`src/rtl/pwl_div.sv`:
```
// pipelined restoring divider, one quotient bit per stage, unsigned operands
// no package dependency; sideband tag travels alongside each word
module pwl_div #(
  parameter int NUM_W = 33,
  parameter int DEN_W = 16,
  parameter int TAG_W = 8
) (
  input  logic             clk,
  input  logic             rst_n,
  input  logic             en,
  input  logic             in_vld,
  input  logic [NUM_W-1:0] in_num,
  input  logic [DEN_W-1:0] in_den,
  input  logic [TAG_W-1:0] in_tag,
  output logic             out_vld,
  output logic [NUM_W-1:0] out_quo,
  output logic [TAG_W-1:0] out_tag
);

  logic             vld_r [NUM_W];
  logic [DEN_W-1:0] rem_r [NUM_W];
  logic [NUM_W-1:0] num_r [NUM_W];
  logic [DEN_W-1:0] den_r [NUM_W];
  logic [TAG_W-1:0] tag_r [NUM_W];

  always_ff @(posedge clk) begin
    if (!rst_n) begin
      for (int j = 0; j < NUM_W; j++) begin
        vld_r[j] <= 1'b0;
      end
    end else if (en) begin
      vld_r[0] <= in_vld;
      for (int j = 1; j < NUM_W; j++) begin
        vld_r[j] <= vld_r[j-1];
      end
    end
  end

  always_ff @(posedge clk) begin
    logic [DEN_W-1:0] rem_i;
    logic [NUM_W-1:0] num_i;
    logic [DEN_W-1:0] den_i;
    logic [DEN_W:0]   trial;
    logic [DEN_W:0]   diff;
    logic             take;
    if (en) begin
      for (int j = 0; j < NUM_W; j++) begin
        if (j == 0) begin
          rem_i    = '0;
          num_i    = in_num;
          den_i    = in_den;
          tag_r[0] <= in_tag;
        end else begin
          rem_i    = rem_r[j-1];
          num_i    = num_r[j-1];
          den_i    = den_r[j-1];
          tag_r[j] <= tag_r[j-1];
        end
        // shift in the next dividend bit, subtract when it fits
        trial = {rem_i, num_i[NUM_W-1]};
        take  = (trial >= {1'b0, den_i});
        diff  = trial - {1'b0, den_i};
        rem_r[j] <= take ? diff[DEN_W-1:0] : trial[DEN_W-1:0];
        num_r[j] <= {num_i[NUM_W-2:0], take};
        den_r[j] <= den_i;
      end
    end
  end

  assign out_vld = vld_r[NUM_W-1];
  assign out_quo = num_r[NUM_W-1];
  assign out_tag = tag_r[NUM_W-1];

endmodule

```
`config.mk`:
```
export PLATFORM = sky130hd
export DESIGN_NAME = pwl_div
export DESIGN_NICKNAME = d
export VERILOG_FILES = /design/src/rtl/pwl_div.sv
export SDC_FILE = /design/constraint.sdc
export NUM_CORES = 2
export LEC_CHECK = 0
export ABC_AREA = 1
export BUFFER_PORTS_ARGS = -buffer_cell sky130_fd_sc_hd__buf_2
export CORE_MARGIN = 5
export CORE_UTILIZATION = 45
export CTS_CLUSTER_DIAMETER = 120
export DETAILED_ROUTE_END_ITERATION = 7
export PLACE_DENSITY = 0.57
export SLEW_MARGIN = 20
export SYNTH_ARGS = -nofsm -noshare
export SYNTH_HDL_FRONTEND = slang
export SYNTH_SLANG_ARGS = --single-unit
```
`constraint.sdc`:
```
create_clock -name clk -period 3.37 [get_ports clk]
set_input_delay 0.5055 -clock clk [delete_from_list [all_inputs] [get_ports clk]]
set_output_delay 0.5055 -clock clk [all_outputs]
set_load 0.05 [all_outputs]
```
After elaboration in Yosys (flattened, before gate mapping)
Memories as Yosys holds them, arrays and structs flattened.
Cells that the tools add are included.
Widths: inputs -> output; s select.
{"block": "op_classes", "add_sub_neg": 33, "magnitude_cmp": 33, "bitwise_logic": 33, "mux": 170}
{"cell": "$mux 16", "count": 99}
{"cell": "$mux 33", "count": 33}
{"cell": "$ge 17x16->1", "count": 33}
{"cell": "$sub 16x16->16", "count": 33}
{"cell": "$mux 1", "count": 38}
{"cell": "$or 1x1->1", "count": 33}
{"block": "totals", "reg_bits": 0, "n_memories": 5, "elab_cells": 274, "output_inout_bits": 42, "input_bits": 61, "mem_bits_rw": 2442}
{"memory": "num_r", "depth": 33, "word_bits": 33, "read_ports": 33, "rd_ports_with_merged_regs": 0, "write_ports": 33, "line": "22", "text": "logic [NUM_W-1:0] num_r [NUM_W];"}
{"memory": "den_r", "depth": 33, "word_bits": 16, "read_ports": 32, "rd_ports_with_merged_regs": 0, "write_ports": 33, "line": "23", "text": "logic [DEN_W-1:0] den_r [NUM_W];"}
{"memory": "rem_r", "depth": 33, "word_bits": 16, "read_ports": 32, "rd_ports_with_merged_regs": 0, "write_ports": 33, "line": "21", "text": "logic [DEN_W-1:0] rem_r [NUM_W];"}
{"memory": "tag_r", "depth": 33, "word_bits": 8, "read_ports": 33, "rd_ports_with_merged_regs": 0, "write_ports": 33, "line": "24", "text": "logic [TAG_W-1:0] tag_r [NUM_W];"}
{"memory": "vld_r", "depth": 33, "word_bits": 1, "read_ports": 33, "rd_ports_with_merged_regs": 0, "write_ports": 33, "line": "20", "text": "logic vld_r [NUM_W];"}

Longest topological paths before layout
{"block": "depth", "depth_word": 4, "depth_mapped": 15, "depth_no_buf": 13}

Worst setup path after synthesis
OpenSTA, ideal clock, no wires.
{"block": "synth_timing", "path_type": "reg-to-reg", "startpoint": "memory rem_r[27][9], in the netlist rem_r[0][441]", "endpoint": "memory rem_r[28][4], in the netlist rem_r[0][452] (data pin)", "path_slack_ns": 1.447, "path_buffers": 1, "required_time_ns": 3.118, "stages_incl_launch_ff": 12, "arrival_ns": 1.671, "setup_ns": 0.252, "period_less_slack_ns": 1.923, "cell_sequence": "edfxtp_1 > ha_1 > nand2_1 > nor2_1 > and2_1 > nand2_1 > nand2_1 > nor2_4 > nand2_4 > buf_6 > nand2_1 > nand2_1"}
{"element": "from (decl)", "line": "21"}

==> impl_metrics.env <==
export IMPL_fill_cells=23150
export IMPL_viasPerCell=4.841
export IMPL_syn_num_nets=11860
export IMPL_status="complete, no violations"
export IMPL_die_x_um=516.4
export IMPL_end_kind="flop"
export IMPL_swShare_pct=36.91
export IMPL_drc=0
export IMPL_postRouteAntennaNets=0
export IMPL_fmax_mhz=378.4
export IMPL_drt_first_pass_iters=6
export IMPL_cp_cell_sequence="ha_1, nand2_1, inv_1, nand2_1, nor2_1, nand2_1, nor2_1, nor2_1, nand2_2, inv_1, nand2_1, nand2_1"
export IMPL_p_switching_w=0.04080
export IMPL_antenna_found_initial=4
export IMPL_die_y_um=516.4
export IMPL_syn_area_um2=115400
export IMPL_core_area_um2=256000
export IMPL_numPortBuffers=102
export IMPL_max_slew_margin_rel_pct=33.39
export IMPL_async_flop_share_pct=0
export IMPL_synth_main_ff_cell="edfxtp_1"
export IMPL_synth_edf_count=2410
export IMPL_p_clk_share_pct=26.1
export IMPL_cp_startpoint="rem_r[0][229]"
export IMPL_synth_top_area_share_pct=62.71
export IMPL_clock_latency_ps=870
export IMPL_pin_count=103
export IMPL_cap_violations=0
export IMPL_path_common_cell="nand2_1"
export IMPL_cts_tree="built"
export IMPL_dp_hpwl_mm=189.3
export IMPL_crit_buf_inv=2
export IMPL_skew_ps=76.38
export IMPL_clockRootBuffer="clkbuf_16"
export IMPL_p_comb_share_pct=35.1
export IMPL_syn_area_per_cell_um2=10.25
export IMPL_yosysWarningCount=0
export IMPL_ctsResizeCount=0
export IMPL_maxSlewViolCount=0
export IMPL_hp_class="input pin to flop"
export IMPL_vias=73900
export IMPL_avgRoutedWirePerCell_um=16.69
export IMPL_worstMarginPinSlew_ps=996.8
export IMPL_yosysTopAreaCell="edfxtp_1"
export IMPL_hold_violations=0
export IMPL_ir_drop_mv=0.4178
export IMPL_internal_power_w=0.06974
export IMPL_cts_sinks=2410
export IMPL_place_ws_ps=707.1
export IMPL_setup_tns_final_ps=0
export IMPL_p_leak_nw=59.55
export IMPL_numCtsBuffers=274
export IMPL_cp_arrival_ps=3210
export IMPL_num_nets_final=12280
export IMPL_seq_power_share_pct=38.8
export IMPL_clk_path_buf_depth=4
export IMPL_die_area_um2=266700
export IMPL_start_kind="flop"
export IMPL_wl_mm=254.7
export IMPL_grt_pass1_vias=71990
export IMPL_area_growth_pct=12.46
export IMPL_cp_top_family="simple AND/OR/NAND/NOR gates"
export IMPL_h_tree_depth=5
export IMPL_drive_above_1_share_pct=6.759
export IMPL_track_usage_pct=18.86
export IMPL_rsz0062_at_grt="false"
export IMPL_drt_iter0_drc=5312
export IMPL_timing_final_crit_period_ps=2643
export IMPL_num_rows=186
export IMPL_synth_seq_area_share_pct=62.71
export IMPL_grt_start_max_net_pins=92
export IMPL_final_util_pct=50.70
export IMPL_p_per_area_nw_per_um2=851.7
export IMPL_path_clk_slew_ps=60
export IMPL_synth_cell_types=39
export IMPL_critPathMaxFanout=20
export IMPL_gp_congestion=0.8932
export IMPL_fin_crit_sh_pct=78.43
export IMPL_total_power_w=0.1105
export IMPL_crit_required_ps=3940
export IMPL_start_util_pct=45.08
export IMPL_setup_violations=0
export IMPL_r2r_start="rem_r[0][229]"
export IMPL_slowest_stage="inv_1"
export IMPL_synth_area_leaders="edfxtp_1 63%, nand2_1 12%, inv_1 6.6%"
export IMPL_grt_first_pass_wirelength_mm=401.2
export IMPL_path_class="flop to flop"
export IMPL_critical_path_max_stage_delay_ps=410
export IMPL_ys_ff_latch=2410
export IMPL_setup_ws_ps=727.0
export IMPL_hold_start="in_num[32]"
export IMPL_synth_cells=11260
export IMPL_grt_ovfl_total=0
[power by group through the flow]
stage / Combinational [W] / Clock (W) / Sequential, W
detailed placement: 0.0387 / 0 / 0.0436
floorplan: 0.0292 / 0 / 0.0418
CTS: 0.0389 / 0.0298 / 0.0430
finish: 0.0388 / 0.0288 / 0.0429
global placement: 0.0385 / 0 / 0.0435
global route: 0.0445 / 0.0311 / 0.0433
[layout by cell type, fill, tap and decap left out, types with 13 or more instances in the layout]
cell              n
ha_1            514
clkbuf_16       276
nand3b_1         80
nor3_1           88
a21oi_1         291
or2_2            25
nor2_2           13
fa_1             31
xor2_1          150
clkinv_2         47
and2_1           29
bufinv_16        22
dlygate4sd3_1    57
clkbuf_1         43
nand2_2          42
o21ai_0          17
inv_6            17
nand2_4          26
o21bai_1         18
xnor2_1          43
buf_2           101
nor2_1          453
nand3_1         806
inv_1          2014
nor2_4           19
buf_12           38
clkinvlp_4       13
nand4_1         140
edfxtp_1       2410
o21a_1           20
nand3_2          27
nand2_1        3811
clkinv_1         46
buf_4           104
[cell type report]
| type | count | area [um2] | area share, % |
|---|---|---|---|
| Antenna cell | 1 | 2.502 | 0.001928 |
| Clock inverter | 164 | 1663 | 1.281 |
| Clock buffer | 319 | 7068 | 5.446 |
| Inverter | 2017 | 7571 | 5.834 |
| Sequential cell | 2410 | 72370 | 55.76 |
| Timing Repair Buffer | 300 | 2618 | 2.017 |
| Tap cell | 3384 | 4234 | 3.262 |
| Multi-Input combinational cell | 6670 | 34260 | 26.39 |
[synthesized netlist by cell type, types with 6 or more instances]
| library cell | n |
|---|---|
| nand2_1 | 3811 |
| edfxtp_1 | 2410 |
| inv_1 | 2014 |
| nand3_1 | 806 |
| ha_1 | 514 |
| nor2_1 | 453 |
| a21oi_1 | 291 |
| xor2_1 | 150 |
| nand4_1 | 140 |
| nor3_1 | 88 |
| nand3b_1 | 80 |
| buf_4 | 59 |
| buf_2 | 48 |
| xnor2_1 | 43 |
| nand2_2 | 42 |
| buf_6 | 31 |
| fa_1 | 31 |
| and2_1 | 29 |
| nand3_2 | 27 |
| nand2_4 | 26 |
| or2_2 | 25 |
| o21a_1 | 20 |
| nor2_4 | 19 |
| o21bai_1 | 18 |
| o21ai_0 | 17 |
| nor2_2 | 13 |
| clkbuf_2 | 9 |
| and3_1 | 6 |
| buf_8 | 6 |
| nor3_4 | 6 |
| o21ai_1 | 6 |
[logic make-up (layout without fill, tap and decap cells)]
logic type / count (synthesis) / count (layout) / share of synthesized area [%]
simple gates: 5580 / 5580 / 20.50
fa+ha+maj: 545 / 545 / 6.111
compound gates: 352 / 352 / 1.609
flops: 2410 / 2410 / 62.71
other cells: 0 / 1 / 0
buf+inv: 2175 / 2800 / 7.603
xor+xnor: 193 / 193 / 1.465
[worst register-to-register path, cell delays in order (launching register included)]
cell      delay (ps)
edfxtp_1         400
ha_1             370
nand2_1           70
inv_1            100
nand2_1           90
nor2_1           140
nand2_1           60
nor2_1            90
nor2_1            50
nand2_2          340
inv_1            420
nand2_1          160
nand2_1           60
[layer usage]
metal | up-vias | track usage [%] | wire, um
met1 | 34630 | 26.43 | 119200
met2 | 1363 | 31.48 | 120100
li1 | 37530 | - | -
met4 | 0 | 4.756 | 6358
met3 | 385 | 2.174 | 9086
met5 | - | 0 | 0
[flip-flops by register name, summed over array words and instances, names as in the netlist]
name   count
tag_r    264
den_r    512
rem_r    512
num_r   1089
vld_r     33
[worst paths after layout]
path	end	slack (ps)	depth (start not counted)
max reg2reg	rem_r[0][245]	730	12
max	rem_r[0][245]	730	12
min reg2reg	num_r[0][237]	370	0
min	rem_r[0][0]	100	3
[metrics by stage]
step           hold slack (ps)  cell area [um2]  std cells
5_1_grt                  44.57           129800      15270
3_3_place_gp             400.2           120500      14720
4_1_cts                 0.6484           129800      15260
2_1_floorplan            400.3           115400      11260
6_report                 95.47           129800      15270
3_5_place_dp             404.5           120500      14720
[what timing repair did]
item,in CTS,in global routing
hold buffers,57,0
hold endpoints to repair,57,0
setup buffers,0,0
Power figures use the tool's default switching activity.
