**src/rtl/pwl_ram.sv**
```systemverilog
// generic single write port ram with registered read
// no dependencies
module pwl_ram #(
  parameter int WIDTH = 16,
  parameter int DEPTH = 8,
  parameter int AW    = 3
) (
  input  logic             clk,
  input  logic             we,
  input  logic [AW-1:0]    waddr,
  input  logic [WIDTH-1:0] wdata,
  input  logic             re,
  input  logic [AW-1:0]    raddr,
  output logic [WIDTH-1:0] rdata
);

  logic [WIDTH-1:0] mem_r [DEPTH];
  logic [WIDTH-1:0] rdata_r;

  always_ff @(posedge clk) begin
    if (we) begin
      mem_r[waddr] <= wdata;
    end
    if (re) begin
      rdata_r <= mem_r[raddr];
    end
  end

  assign rdata = rdata_r;

endmodule

```
**config.mk**
```make
export PLATFORM = sky130hd
export DESIGN_NAME = pwl_ram
export DESIGN_NICKNAME = d
export VERILOG_FILES = /design/src/rtl/pwl_ram.sv
export SDC_FILE = /design/constraint.sdc
export NUM_CORES = 1
export LEC_CHECK = 0
export ABC_AREA = 1
export BUFFER_PORTS_ARGS = -buffer_cell sky130_fd_sc_hd__buf_4
export CAP_MARGIN = 40
export CORE_ASPECT_RATIO = 1.4
export CORE_MARGIN = 2
export CORE_UTILIZATION = 45
export CTS_BUF_LIST = sky130_fd_sc_hd__clkbuf_4
export DETAILED_ROUTE_END_ITERATION = 7
export SETUP_SLACK_MARGIN = 0.1
export SYNTH_ARGS = -nofsm -noshare
export SYNTH_HDL_FRONTEND = slang
export SYNTH_SLANG_ARGS = --single-unit
```
**constraint.sdc**
```tcl
create_clock -name clk -period 1.46 [get_ports clk]
set_clock_uncertainty 0.05 [all_clocks]
set_input_delay 0.219 -clock clk [delete_from_list [all_inputs] [get_ports clk]]
set_output_delay 0.219 -clock clk [all_outputs]
set_load 0.03 [all_outputs]
```
* Word-level counts from Yosys, hierarchy flattened
Memories as Yosys holds them, arrays and structs flattened. A register that Yosys moved wholly into a read port is not among the register bits. Cells that the tools add are included. W data, S select, Z words.
Word-level totals: register bits after elaboration 0, bits in writable memories 128, input bits 25, output and inout bits 16, memories kept 1
Memories:
- mem_r | words 8, bits a word 16, read ports 1, clocked after memory_dff 1, write ports 1, line 17 | logic [WIDTH-1:0] mem_r [DEPTH];
Operators by class: multiplexer cells 2
Operators with widths (number):
- $mux W1 | 2

* Depth between registers and ports, before layout
Gate-level depths: netlist of run 1.
word-level depth 2, mapped depth 7, gate-level depth less buffers 6

* Worst setup path before layout of run 1
No wires, ideal clock.
path kind input to register, from in waddr[0], to mem mem_r[0][0] (enable), setup time 0.388 ns, data arrival time 1.054 ns, data required time 1.022 ns, setup slack -0.033 ns, stages on the path 3, buffers on the path 0, cells stage by stage inv_1 > nand2_1 > nor2_1
RTL lines:
- start, declared | line 10 | input logic [AW-1:0] waddr,
- end, declared | line 17
Straight into the memory's write port.

* Final worst setup path of run 1
from reg rdata_r[5], in the netlist rdata[5] (read register of mem_r), to out rdata[5]
RTL lines:
- start, declared | line 18 | logic [WIDTH-1:0] rdata_r;
- end, declared | line 14 | output logic [WIDTH-1:0] rdata
No word-level cell between the ends.

==> metrics.md, run 1 <==
| Metric | Value |
|---|---|
| Highest cell delay on the worst timing path | between 0.4 and 0.5 ns |
| Peak supply drop | 0.5508 mV |
| Max-cap violations | 0 |
| Max Root-Sink Buffers | 2 |
| Maximum number of pins on one net before global-route repair | approximately 40 |
| Ports placed on the boundary | 41 |
| Final net count | around 690 |
| R2r startpoint | mem_r[0][1] |
| HPWL after detailed placement | 7343 µm |
| Run status | completed |
| Ratio of cells with drive above 1 in the final layout | 0.1397 |
| Critical Path Sink Type | primary output |
| Power density over cell area | between 1000 and 1500 nW/µm² |
| Final weighted congestion in routability-driven placement | approximately 0.8 |
| Global-route wire length before repair | about 20000 µm |
| Measured slew at the worst slew-check pin | 0.3489 ns |
| Core Footprint | 13390 µm² |
| Die W | roughly 100 µm |
| Startpoint types | flip-flop |
| Flip-flop and latch count after synthesis | about 140 |
| Area added between synthesis and finish | 19.10% |
| Part of the Yosys area used for sequential elements | 0.7032 |
| YS warnings | 0 |
| Worst Setup Path Type | reg2out |
| WHS | slightly above 0.06 ns |
| Buffers on Ports | 40 |
| Worst slew margin relative to its limit | 0.7665 |
| Cell Chain, Critical Path | buf_6 |
| Stages on worst setup path | 1 |
| Depth of the most critical reg-to-reg path | 6 |
| Post-layout worst setup margin | 0.08056 ns |
| Number of cells on the worst hold path | 1 |
| Slowest stage cell, crit path | edfxtp_1 |
| Clock edge transition at the registers on the reported setup and hold paths | between 0.1 and 0.15 ns |
| Number of levels in the clock H-tree | 4 |
| Post-synthesis area per instance | ~10 µm² |
| Drt initial violations | 161 |
| Worst Hold Launch | re |
| Total iterations of the first detailed-routing run | 4 |
| RSZ-0062 raised after global routing | yes |
| Worst-case register-to-register setup slack | 0.43 ns |
| Final Max Tran Viols | 0 |
| Critical path data arrival time | 1.11 ns |
| Total vias in the final route | 3961 |
| Count of final hold-check violations | 0 |
| Reg2reg end | rdata[1] |
| Family with the most delay on the worst path | flip-flops |
| Total routing resource utilization after global routing | 0.1861 |
| Post-detailed-route wirelength per cell | ~15 µm |
| DRC | 0 |
| Critical-path maximum fanout | 1 |
| Number of sinks driven by the clock tree | 144 |
| Most frequent standard cell in the layout excluding fill and tap cells | nand2_1 |
| Number of antenna violations at the first check in global routing | 1 |
| Clock Root Buffer | clkbuf_4 |
| Path class of the lowest-slack min-delay path | in2reg |
| Post-Synthesis Net Count | roughly 610 |
| CTS tree | yes |
| Cell row count | 50 |
| Area of all placed cells without fillers | 7325 µm² |
| Commonest non-fill, non-tap cells in the layout | 214 x nand2_1, 144 x edfxtp_1, 133 x inv_1 |
| TritonCTS buffer count | 17 |
| Die Y | 142.3 µm |
| Die Footprint | around 15000 µm² |
| Initial core utilization | 0.4593 |
| Endpoint of the worst hold-timing path | rdata[12] |
| Buffer and inverter count on the worst path | 1 |
| Vias in the first global route | between 3000 and 4000 |
| Unique cell type count in the Yosys netlist | 9 |
| Period Utilization, post-route | 0.9448 |
| Setup slack after placement | ~0.070 ns |
| Cells after synthesis | slightly below 600 |
| Post-route minimum period | between 1 and 1.5 ns |
| Number of setup violations in the final report | 0 |
| Antenna Violating Nets Remaining | 0 |
| Detailed-route vias per instance | between 4 and 5 |
| Post-detailed-placement cell area | around 6800 µm² |
| Maximum operating frequency | around 720 MHz |
| GRT Residual Overflow | 0 |
| Routed WL | 12560 µm |
| Static Leak | between 3 and 4 nW |
| Synthesized cell area | ~6000 µm² |
| Data required, critical path | around 1.2 ns |
| Clk_lat worst skew | roughly 0.50 ns |
==> registers in the layout (all words and copies together) (netlist names) <==
signal / flops
mem_r: 128
rdata: 16
==> cell families (layout without fill, tap and decap cells) <==
kind of cell           count (synthesis)  count (layout)  synth area share
AND/OR/NAND/NOR                      286             286            0.1876
buffers and inverters                157             243            0.1093
flip-flops                           144             144            0.7032
other                                  0               1                 0
==> through the flow <==
| stage | setup TNS, ns | cells | util | power [mW] |
|---|---|---|---|---|
| after detailed placement | 0 | 807 | 0.5086 | 5.569 |
| after global placement | 0 | 807 | 0.5086 | 5.555 |
| after CTS | 0 | 855 | 0.5466 | 8.178 |
| after floorplan | -2.337 | 587 | - | 5.260 |
| final | 0 | 856 | 0.5471 | 8.111 |
| after global routing | 0 | 856 | 0.5471 | 8.437 |
==> where the power goes <==
group / switching (mW) / internal [mW] / total (mW)
Combinational: 0.464 / 0.303 / 0.767
Sequential: 0.0450 / 4.71 / 4.76
Clock: 1.28 / 1.31 / 2.58
Total: 1.79 / 6.32 / 8.11
==> layout make-up <==
| class | instances | area, µm² |
|---|---|---|
| tap | 182 | 227.7 |
| antenna | 1 | 2.502 |
| multi-input combinational | 286 | 1159 |
| inverter | 134 | 503.0 |
| timing repair buffer | 77 | 815.8 |
| clock buffer | 24 | 180.2 |
| fill | 1194 | 6063 |
| sequential | 144 | 4324 |
| clock inverter | 8 | 112.6 |
==> per-layer routing <==
layer	up-vias	part of all wire	track usage
met2	83	0.52	0.3206
met1	1875	0.43	0.2240
met4	0	0.019	0.07548
met5	-	0	0
li1	1984	-	-
met3	19	0.032	0.04126
==> worst max path at each step <==
stage,start,to,slack (ns)
after detailed placement,waddr[0],mem_r[0][11],0.07
after floorplan,waddr[0],mem_r[0][0],-0.03
final,rdata[5],rdata[5],0.08
after CTS,rdata[5],rdata[5],0.04
after global routing,rdata[4],rdata[4],0.0005
after global placement,waddr[0],mem_r[0][11],0.06
==> what timing repair did <==
action / CTS / global route
buffers inserted: 0 / 0
hold endpoints to repair: 128 / 0
gates resized for setup: 15 / 1
endpoints found under the setup margin: 15 / 16
hold buffers: 16 / 0
==> Yosys cell counts <==
cell type    n  area (µm²)
buf_2       12       60.06
buf_4        4       30.03
buf_6        7       78.83
edfxtp_1   144        4324
inv_1      133       499.2
inv_2        1       3.750
nand2_1    214       803.3
nand3_1     64       320.3
nor2_1       8       30.03
(Power assumes the default switching activity.)
==> inputs of run 2 (changes only) <==
--- a/config.mk
+++ b/config.mk
@@ -12,7 +12,9 @@
 export CORE_MARGIN = 2
 export CORE_UTILIZATION = 45
 export CTS_BUF_LIST = sky130_fd_sc_hd__clkbuf_4
+export CTS_CLUSTER_SIZE = 28
 export DETAILED_ROUTE_END_ITERATION = 7
+export MAX_ROUTING_LAYER = met4
 export SETUP_SLACK_MARGIN = 0.1
 export SYNTH_ARGS = -nofsm -noshare
 export SYNTH_HDL_FRONTEND = slang
==> metrics.md, run 2 (synthesized netlist as in run 1, its figures left out) <==
| Metric | Value |
|---|---|
| Run status | completed (unchanged) |
| Global-route wire length before repair | 19800 µm (was 19780 µm) |
| Critical-path maximum fanout | 1 (unchanged) |
| Final weighted congestion in routability-driven placement | 0.7907 (was 0.7800) |
| Count of final hold-check violations | 0 (unchanged) |
| Data required, critical path | 1.19 ns (about the same) |
| Static Leak | 3.341 nW (unchanged) |
| RSZ-0062 raised after global routing | yes (unchanged) |
| Buffers on Ports | 40 (unchanged) |
| Util after Layout | 0.5471 (unchanged) |
| Area of all placed cells without fillers | 7325 µm² (unchanged) |
| Depth of the most critical reg-to-reg path | 6 (unchanged) |
| Count of filler cells inserted in the layout | 1194 (unchanged) |
| Total iterations of the first detailed-routing run | 5 (was 4) |
| Maximum operating frequency | 728.9 MHz (was 724.9 MHz) |
| Worst slew margin relative to its limit | 0.7685 (was 0.7665) |
| Commonest non-fill, non-tap cells in the layout | 214 x nand2_1, 144 x edfxtp_1, 133 x inv_1 (unchanged) |
| Post-route insts no fill | 856 (unchanged) |
| Ratio of cells with drive above 1 in the final layout | 0.1397 (unchanged) |
| HPWL after detailed placement | 7343 µm (unchanged) |
| Clock edge transition at the registers on the reported setup and hold paths | 0.12 ns (about the same) |
| DRC | 0 (unchanged) |
| Measured slew at the worst slew-check pin | 0.3460 ns (was 0.3489 ns) |
| Area added between synthesis and finish | 19.10% (unchanged) |
| Detailed-route vias per instance | 4.597 (was 4.627) |
| Max Root-Sink Buffers | 2 (unchanged) |
| Drt initial violations | 201 (was 161) |
| Initial core utilization | 0.4593 (unchanged) |
| Number of cells on the worst hold path | 1 (unchanged) |
| Number of setup violations in the final report | 0 (unchanged) |
| Family with the most delay on the worst path | flip-flops (unchanged) |
| Die Footprint | 14630 µm² (unchanged) |
| Die Y | 142.3 µm (unchanged) |
| Cell Chain, Critical Path | buf_6 (unchanged) |
| Final Max Tran Viols | 0 (unchanged) |
| Die W | 102.8 µm (unchanged) |
| CTS tree | yes (unchanged) |
| Maximum number of pins on one net before global-route repair | 41 (unchanged) |
| Worst Hold Launch | re (unchanged) |
| Endpoint of the worst hold-timing path | rdata[7] (was rdata[12]) |
| Max-cap violations | 0 (unchanged) |
| Slowest stage cell, crit path | edfxtp_1 (unchanged) |
| GRT Residual Overflow | 0 (unchanged) |
| Antenna Violating Nets Remaining | 0 (unchanged) |
| Register with the most flip-flops | mem_r (unchanged) |
| Number of levels in the clock H-tree | 4 (unchanged) |
| Highest cell delay on the worst timing path | 0.45 ns (about the same) |
| Cell row count | 50 (unchanged) |
| Most frequent standard cell in the layout excluding fill and tap cells | nand2_1 (unchanged) |
| Post-detailed-route wirelength per cell | 14.60 µm (was 14.67 µm) |
| Critical path data arrival time | 1.10 ns (was 1.11 ns) |
| WHS | 0.06945 ns (was 0.06129 ns) |
| Final net count | 685 (unchanged) |
| Flip-flop count of the largest register after layout | 128 (unchanged) |
| Worst Setup Path Type | reg2out (unchanged) |
| Post-route minimum period | 1.372 ns (was 1.379 ns) |
| Post-detailed-placement cell area | 6809 µm² (unchanged) |
| Power density over cell area | 1106 nW/µm² (was 1107 nW/µm²) |
| Total routing resource utilization after global routing | 0.1916 (was 0.1861) |
| Placed instance count | 807 (unchanged) |
| Startpoint types | flip-flop (unchanged) |
| Worst-case register-to-register setup slack | 0.43 ns (about the same) |
| R2r startpoint | mem_r[7][13] (was mem_r[0][1]) |
| Period Utilization, post-route | 0.9396 (was 0.9448) |
| Clk_lat worst skew | 0.50 ns (about the same) |
| Ports placed on the boundary | 41 (unchanged) |
| Number of antenna violations at the first check in global routing | 1 (unchanged) |
| Total vias in the final route | 3935 (was 3961) |
| Path class of the lowest-slack min-delay path | in2reg (unchanged) |
| Routed WL | 12500 µm (was 12560 µm) |
| Accumulated negative setup slack | 0 ns (unchanged) |
| Number of sinks driven by the clock tree | 144 (unchanged) |
| Clock Root Buffer | clkbuf_4 (unchanged) |
| TritonCTS buffer count | 17 (unchanged) |
| Core Footprint | 13390 µm² (unchanged) |
| Peak supply drop | 0.5513 mV (was 0.5508 mV) |
| Reg2reg end | rdata[13] (was rdata[1]) |
| Vias in the first global route | 3956 (was 3957) |
| Critical Path Sink Type | primary output (unchanged) |
| Buffer and inverter count on the worst path | 1 (unchanged) |
## run 2: cell counts in the layout (fill, tap and decap cells not counted)
No cell type changed its count.
## run 2: cell type report
cell class / count / area, µm² / share of cell area
multi-input cells: 286 / 1159 / 0.1582
clock buffers: 24 / 180.2 / 0.02460
inverters: 134 / 503.0 / 0.06867
flip-flops and latches: 144 / 4324 / 0.5904
repair buffers: 77 / 815.8 / 0.1114
well taps: 182 / 227.7 / 0.03109
diodes: 1 / 2.502 / 0.0003416
clock inverters: 8 / 112.6 / 0.01537
## run 2: through the flow
| step | power (mW) | worst slack, ns |
|---|---|---|
| floorplan | 5.260 | -0.03244 |
| global placement | 5.555 | 0.05881 |
| detailed placement | 5.569 | 0.07037 |
| CTS | 8.178 | 0.03574 |
| global route | 8.437 | -0.0004819 |
| finish | 8.102 | 0.08814 |
## run 2: worst max-delay path by stage
| stage | startpoint | end | cells past startpoint |
|---|---|---|---|
| final | rdata[5] | rdata[5] | 1 |
| after global placement | waddr[0] | mem_r[0][11] | 5 |
| after CTS | rdata[5] | rdata[5] | 1 |
| after detailed placement | waddr[0] | mem_r[0][11] | 5 |
| after floorplan | waddr[0] | mem_r[0][0] | 3 |
| after global routing | rdata[4] | rdata[4] | 1 |
## run 2: repair_timing
| action | CTS | global route |
|---|---|---|
| pin swaps | 0 | 0 |
| hold buffers | 16 | 0 |
| endpoints found under the hold margin | 128 | 0 |
| setup endpoints to repair | 15 | 16 |
| gates resized for setup | 15 | 1 |
| cloned | 0 | 0 |
| setup buffers | 0 | 0 |
## run 2: layer usage
| metal | GRT usage | wire length, µm |
|---|---|---|
| met3 | 0.04273 | 602 |
| met4 | 0.07341 | 193 |
| met2 | 0.3213 | 6420 |
| met5 | - | 0 |
| met1 | 0.2236 | 5281 |
## run 2: report_power, final
group | switching [mW] | internal [mW] | total (mW) | leakage (nW)
registers | 0.0451 | 4.71 | 4.76 | 1.32
logic | 0.463 | 0.303 | 0.766 | 1.85
clock network | 1.27 | 1.31 | 2.58 | 0.168
